[config.mk]
export PLATFORM = sky130hd
export DESIGN_NAME = mvt_front
export DESIGN_NICKNAME = d
export VERILOG_FILES = /design/src/rtl/core/mvt_pkg.sv /design/src/rtl/core/mvt_front.sv
export SDC_FILE = /design/constraint.sdc
export NUM_CORES = 1
export LEC_CHECK = 0
export BUFFER_PORTS_ARGS = -buffer_cell sky130_fd_sc_hd__clkbuf_2
export CORE_AREA = 3 3 155 157
export CTS_CLUSTER_DIAMETER = 40
export DETAILED_ROUTE_END_ITERATION = 7
export DIE_AREA = 0 0 158 160
export GPL_ROUTABILITY_DRIVEN = 0
export PLACE_DENSITY = 0.84
export SLEW_MARGIN = 20
export SYNTH_ARGS = -nofsm -noshare
export SYNTH_HDL_FRONTEND = slang
export SYNTH_SLANG_ARGS = --single-unit
[constraint.sdc]
create_clock -name clk_i -period 17.2 [get_ports clk_i]
set_clock_uncertainty 0.2 [all_clocks]
set_input_delay 1.72 -clock clk_i [delete_from_list [all_inputs] [get_ports clk_i]]
set_output_delay 1.72 -clock clk_i [all_outputs]
set_load 0.02 [all_outputs]
[src/rtl/core/mvt_pkg.sv]
// Shared types, constants and helpers for the matrix vertex transform block.
// Used by mvt_front, mvt_back and matrix_vertex_transform. No dependencies.
`timescale 1ns / 1ps
`default_nettype none

package mvt_pkg;

  localparam int FracBits = 16;
  localparam int DataW    = 32;
  // Width of the pre-shifted numerator of the point division.
  localparam int NumW     = DataW + FracBits;
  localparam int DivCntW  = $clog2(NumW);
  // Four floor-shifted products summed without loss.
  localparam int AccW     = 2 * DataW - FracBits + 2;
  localparam int QDepth   = 2;
  localparam int QPtrW    = $clog2(QDepth);
  localparam int QCntW    = $clog2(QDepth + 1);

  localparam logic signed [DataW-1:0] One    = DataW'(1) << FracBits;
  localparam logic signed [DataW-1:0] SatMax = {1'b0, {(DataW-1){1'b1}}};
  localparam logic signed [DataW-1:0] SatMin = {1'b1, {(DataW-1){1'b0}}};

  typedef enum logic [2:0] {
    ACT_LOAD    = 3'd0,
    ACT_XFORM   = 3'd1,
    ACT_POINT   = 3'd2,
    ACT_COMPOSE = 3'd3,
    ACT_IDENT   = 3'd4
  } action_e;

  typedef enum logic [1:0] {
    ST_OK     = 2'd0,
    ST_ZERO_W = 2'd1,
    ST_SAT    = 2'd2
  } status_e;

  typedef struct packed {
    action_e                  action;
    logic                     bank;
    logic [3:0]               idx;
    logic signed [DataW-1:0]  value;
    logic signed [DataW-1:0]  x;
    logic signed [DataW-1:0]  y;
    logic signed [DataW-1:0]  z;
    logic signed [DataW-1:0]  w;
  } cmd_t;

  function automatic logic signed [DataW-1:0] ident_elem(input logic [3:0] i);
    ident_elem = (i[3:2] == i[1:0]) ? One : '0;
  endfunction

  // Magnitude as an unsigned word; the most negative value maps to 2^31.
  function automatic logic [DataW-1:0] abs_val(input logic signed [DataW-1:0] v);
    abs_val = v[DataW-1] ? DataW'(-v) : DataW'(v);
  endfunction

endpackage

`default_nettype wire

[src/rtl/core/mvt_front.sv]
// Front end: takes command transactions, drops unused action codes and queues
// the rest for the back end. Depends on mvt_pkg.
`timescale 1ns / 1ps
`default_nettype none

module mvt_front (
  input  wire logic                             clk_i,
  input  wire logic                             rst_ni,
  input  wire logic                             start,
  output logic                                  busy,
  input  wire logic [2:0]                       action_i,
  input  wire logic                             bank_i,
  input  wire logic [3:0]                       element_index_i,
  input  wire logic signed [mvt_pkg::DataW-1:0] element_value_i,
  input  wire logic signed [mvt_pkg::DataW-1:0] vec_x_i,
  input  wire logic signed [mvt_pkg::DataW-1:0] vec_y_i,
  input  wire logic signed [mvt_pkg::DataW-1:0] vec_z_i,
  input  wire logic signed [mvt_pkg::DataW-1:0] vec_w_i,
  input  wire logic                             pop_i,
  output logic                                  cmd_valid_o,
  output mvt_pkg::cmd_t                         cmd_o
);

  mvt_pkg::cmd_t                   fifo_q [mvt_pkg::QDepth];
  logic [mvt_pkg::QPtrW-1:0]       wr_q, rd_q;
  logic [mvt_pkg::QCntW-1:0]       cnt_q, cnt_d;
  logic                            act_ok, push, pop;
  mvt_pkg::cmd_t                   cmd_in;

  always_comb begin
    case (mvt_pkg::action_e'(action_i))
      mvt_pkg::ACT_LOAD, mvt_pkg::ACT_XFORM, mvt_pkg::ACT_POINT,
      mvt_pkg::ACT_COMPOSE, mvt_pkg::ACT_IDENT: act_ok = 1'b1;
      default: act_ok = 1'b0;
    endcase
  end

  assign busy        = (cnt_q == mvt_pkg::QCntW'(mvt_pkg::QDepth));
  assign push        = start && !busy && act_ok;
  assign cmd_valid_o = (cnt_q != '0);
  assign pop         = cmd_valid_o && pop_i;
  assign cmd_o       = fifo_q[rd_q];

  assign cmd_in.action = mvt_pkg::action_e'(action_i);
  assign cmd_in.bank   = bank_i;
  assign cmd_in.idx    = element_index_i;
  assign cmd_in.value  = element_value_i;
  assign cmd_in.x      = vec_x_i;
  assign cmd_in.y      = vec_y_i;
  assign cmd_in.z      = vec_z_i;
  assign cmd_in.w      = vec_w_i;

  always_comb begin
    cnt_d = cnt_q;
    case ({push, pop})
      2'b10:   cnt_d = cnt_q + 1'b1;
      2'b01:   cnt_d = cnt_q - 1'b1;
      default: cnt_d = cnt_q;
    endcase
  end

  always_ff @(posedge clk_i or negedge rst_ni) begin
    if (!rst_ni) begin
      wr_q  <= '0;
      rd_q  <= '0;
      cnt_q <= '0;
    end else begin
      cnt_q <= cnt_d;
      if (push) begin
        wr_q <= wr_q + 1'b1;
      end
      if (pop) begin
        rd_q <= rd_q + 1'b1;
      end
    end
  end

  always_ff @(posedge clk_i) begin
    if (push) begin
      fifo_q[wr_q] <= cmd_in;
    end
  end

endmodule

`default_nettype wire

==> results of run 1 <==
## layer usage
| metal | track usage | share of wire |
|---|---|---|
| met1 | 0.2249 | 0.37 |
| met2 | 0.3305 | 0.51 |
| met3 | 0.06314 | 0.096 |
| met4 | 0.07274 | 0.031 |
| met5 | 0 | 0.00068 |
## kinds of logic (layout without fill, tap and decap cells)
| family | after synthesis | count (layout) | synth area share |
|---|---|---|---|
| xor gates and xnor gates | 5 | 5 | 0.003437 |
| DFF | 340 | 340 | 0.7997 |
| AOI/OAI and AO/OA | 1 | 1 | 0.0003924 |
| buffers and inverters | 20 | 418 | 0.01463 |
| and+or+nand+nor | 7 | 7 | 0.002947 |
| adders and majority gates | 1 | 1 | 0.0009818 |
| muxes | 168 | 168 | 0.1779 |
## final cells by class
class | count | area share
Clock inverter | 24 | 0.01388
Inverter | 1 | 0.0002352
Timing Repair Buffer | 349 | 0.1107
Multi-Input combinational cell | 182 | 0.1492
Tap cell | 285 | 0.02234
Clock buffer | 44 | 0.06499
Sequential cell | 340 | 0.6387
## state kept, by name, summed over array words and instances (netlist names)
name    flops
rd_q        1
fifo_q    336
cnt_q       2
wr_q        1
## power breakdown
group / switching (mW) / internal, mW
logic: 0.472 / 0.358
registers: 0.0585 / 1.06
clock network: 0.317 / 0.470
## cells in the final DEF (no fill, tap or decap), types with 3 or more instances in the layout
cell type     n
clkbuf_1      3
clkinvlp_4    5
clkbuf_2    341
buf_4         8
clkinv_4      6
edfxtp_1    336
mux2_4      100
clkinv_2      4
clkbuf_16    41
inv_6         5
mux2_2       68
xnor2_1       3
dfrtp_1       3
## path summary, 6_finish.rpt
check	slack, ns	cells past startpoint	to
worst max-delay path	12.27	3	cmd_o[156]
worst max register to register	14.30	5	fifo_q[0][35]
max in group asynchronous	15.81	1	rd_q
worst min-delay path	0.30	1	cnt_q[1]
worst min register to register	0.30	1	cnt_q[1]
min in group asynchronous	0.83	1	rd_q
## stage by stage
step / area (sq um) / power, mW / hold slack [ns]
2_1_floorplan: 12740 / 1.779 / 0.2474
3_3_place_gp: 14700 / 1.959 / 0.2727
3_5_place_dp: 14700 / 1.975 / 0.2891
4_1_cts: 15960 / 2.766 / 0.3021
5_1_grt: 15960 / 2.849 / 0.3169
6_report: 15960 / 2.737 / 0.3042
==> results.ini, run 1 <==
[status]
outcome=complete, no violations

[synth]
synth_edf_count=336
syn_inst=542
ys_seq_elements=340
yosys_most_used_dff=edfxtp_1
synth_top_area_cell=edfxtp_1
syn_area_per_cell_sq_um=23.51
syn_area_sq_um=12740
synthesis.nets=715
synth.most_common_cell=edfxtp_1
synthArstFlopShare=0.01176
synth_top_area_frac=0.7918
synthTopCellsByCount=edfxtp_1 (336), mux2_4 (100), mux2_2 (68), buf_6 (14), buf_2 (5)
ys.warnings.count=0
synthTopCellsByArea=edfxtp_1 (79%), mux2_4 (12%), mux2_2 (6.0%), buf_6 (1.2%), dfrtp_1 (0.79%)
synth_cell_type_count=16
ys_seq_area_frac=0.7997

[global_route]
antenna_found_initial=1
grt.total_usage=0.1925
grt_max_degree=82
gr-total-overflow=0
grt_pass1_wl_um=37610
grt_pass1_vias=6930

[placed_design]
numPlacedInstances=1157
hpwl_um=17090
io_buffers=341
post-place-ws_ns=12.79

[critical_path]
cp_num_buf_inv=2
cp_top_family=buffers and inverters
crit_path_top_delay_cell=dfrtp_4
cp-end-kind=primary output
cp_max_fo=70
crit_arrival_ns=3.01
crit_start=rd_q
crit_path_cell_trace=buf_4, mux2_2, clkbuf_2
critical_path_class=register to primary output
critical-path-max-stage-delay_ns=0.92
rr_startpoint=cnt_q[1]
crit_required_ns=15.28
start_kind=register

[cells_and_area]
area.sequential_sq_um=10190
final_cells=1225
layout-drive-gt1-share=0.6213
multi_input_area_sq_um=2381
nNetsFinal=1087
area_growth_pct=25.26
antennaDiodeCount=0
fill_cells=1387
utilization=0.7049

[clock_tree]
cts_hold_buffers=0
cts-root-to-sink-buffers=3
postCtsSetupBuffers=0
clkSinkCount=340
clk_latency_ns=0.50
cts_tree=done
numCtsBuffers=40
root_buffer=clkbuf_16
cts_resized=0
clk_pin_slew_ns=0.06
cts-htree-levels=2

[timing]
period_needed_ns=4.930
fin_crit_sh=0.2866
maxSlewHeadroom=0.2705
finalSetupViolations=0
rsz0062_at_grt=no
max_freq_mhz=202.8
maxSlewViolCount=0
timing.final.ws_setup_ns=12.27
worst_pin_slew_ns=1.094
tns_ns=0
hold_viol=0

[pwr]
irDropWorstVdd_uv=105.7
power_density_nw_per_um2=171.5
p_leak_nw=6.322

[floorplanning]
die_area_sq_um=25280
chipWidth_um=158
initial_core_util=0.5628
boundaryPins=342
die_h_um=160
core_sq_um=22640
num_rows=55

[route]
vias=6423
drt_iter0_drc=313
ant_nets=0
vias_per_cell=5.243
wire_per_inst_um=20.43
drcViolationCount=0
firstDrtPassIters=4
wirelength_um=25020

[run]
drv_cap=0

[hold_path]
hold_path_class=register to register
hp-start=cnt_q[1]

No activity file was read; power rests on OpenSTA's default activity.
==> inputs of run 2 (changes only) <==
CORE_AREA = 3 3 161 163   (was 3 3 155 157)
DIE_AREA = 0 0 164 166   (was 0 0 158 160)
PLACE_DENSITY = 0.78   (was 0.84)
clock period = 4.7 ns   (was 17.2 ns; I/O delays follow)
==> results.ini, run 2 (synthesis gave the netlist of run 1 again) <==
[route]
drcViolationCount=0
vias=7308
vias_per_cell=5.061
wire_per_inst_um=20.64
firstDrtPassIters=5
wirelength_um=29810
ant_nets=0
drt_iter0_drc=525

[cells_and_area]
layout-drive-gt1-share=0.5282
final_cell_mix=clkbuf_2 (341), edfxtp_1 (336), dlygate4sd3_1 (169)
area_growth_pct=41.17
reg_top3=fifo_q x336, cnt_q x2
fin_area_sq_um=17990
multi_input_area_sq_um=2381
nNetsFinal=1259
final_common_cell=clkbuf_2
utilization=0.7354
regMostFlops=fifo_q
area.sequential_sq_um=10190
fill_cells=1345
largest_reg_flops=336

[critical_path]
crit_required_ns=4.03
worst-r2r-setup-slack_ns=1.88
crit_path_top_delay_cell=dfrtp_4
cp_max_fo=58
crit_arrival_ns=2.66
rr_startpoint=cnt_q[1]
r2r_cells=4
crit_path_cell_trace=buf_4, mux2_2, clkbuf_2
critical_path_class=register to primary output
critical-path-max-stage-delay_ns=1.06
cp-end-kind=primary output
r2r-end=fifo_q[0][142]
start_kind=register

[pwr]
power_density_nw_per_um2=595.8
p_leak_nw=7.152
irDropWorstVdd_uv=489.7

[timing]
worst_pin_slew_ns=1.007
finalSetupViolations=0
maxSlewHeadroom=0.3285
max_freq_mhz=299.9
hold_viol=0
rsz0062_at_grt=no
period_needed_ns=3.335
maxSlewViolCount=0
hold_slack_ns=0.08850
fin_crit_sh=0.7095

[global_route]
antenna_found_initial=3
grt.total_usage=0.2133
gr-total-overflow=0
grt_pass1_wl_um=44640
grt_max_degree=97
grt_pass1_vias=7849

[floorplanning]
chipWidth_um=164
boundaryPins=342
initial_core_util=0.5209
core_sq_um=24460
die_area_sq_um=27220
num_rows=57
die_h_um=166

[placed_design]
placed_area_sq_um=14810
hpwl_um=17060
io_buffers=341

[clock_tree]
cts-htree-levels=2
clk_pin_slew_ns=0.06
cts-root-to-sink-buffers=3
cts_tree=done
numCtsBuffers=43
postCtsSetupBuffers=0
clk_latency_ns=0.52
clkSinkCount=340
root_buffer=clkbuf_16

[run]
drv_cap=0

[hold_path]
hold_path_class=input pin to asynchronous set/reset pin

[status]
outcome=complete, no violations

==> run 2: worst max path at each step <==
stage	from	end	slack (ns)	depth (start not counted)
2_1_floorplan	cnt_q[1]	fifo_q[0][0]	-1.21	3
3_3_place_gp	action_i[1]	fifo_q[0][119]	1.85	5
3_5_place_dp	action_i[1]	fifo_q[0][119]	1.82	5
4_1_cts	rd_q	cmd_o[28]	1.33	3
5_1_grt	rd_q	cmd_o[28]	1.25	3
6_report	rd_q	cmd_o[28]	1.37	3
==> run 2: cell type report <==
class	count	share of cell area
sequential	340	0.5667
inverter	1	0.0002087
tap	324	0.02254
clock inverter	27	0.01927
timing repair buffer	518	0.1957
clock buffer	49	0.06281
multi-input combinational	182	0.1324
antenna	3	0.0004173
==> run 2: critical path: cells and delay by family (launching register included) <==
kind	cells	cell delay [ns]
buffers and inverters	2	0.67
DFF	1	1.06
muxes	1	0.38
==> run 2: timing repair <==
item	CTS	global route
hold buffers	169	0
endpoints found under the hold margin	340	0
resized for setup	0	0
==> run 2: metal layers <==
layer  up-vias  GRT usage  share of wire
met1      3594     0.2559           0.37
met5         -          0              0
met4         0    0.08054          0.035
met3        72    0.05113          0.076
met2       372     0.3726           0.52
li1       3270          -              -
==> run 2: stage by stage <==
step	cells	setup slack [ns]	total power, mW	TNS (ns)
finish	1444	1.365	10.72	0
floorplan	542	-1.210	6.448	-406.30
global route	1444	1.247	11.12	0
detailed placement	1196	1.819	7.289	0
CTS	1441	1.334	10.73	0
global placement	1196	1.850	7.240	0
==> run 2: power by group <==
part | leakage, nW | internal (mW) | switching (mW)
registers | 3.13 | 3.88 | 0.247
logic | 3.31 | 1.43 | 1.83
clock network | 0.711 | 2.08 | 1.25
total | 7.15 | 7.39 | 3.33
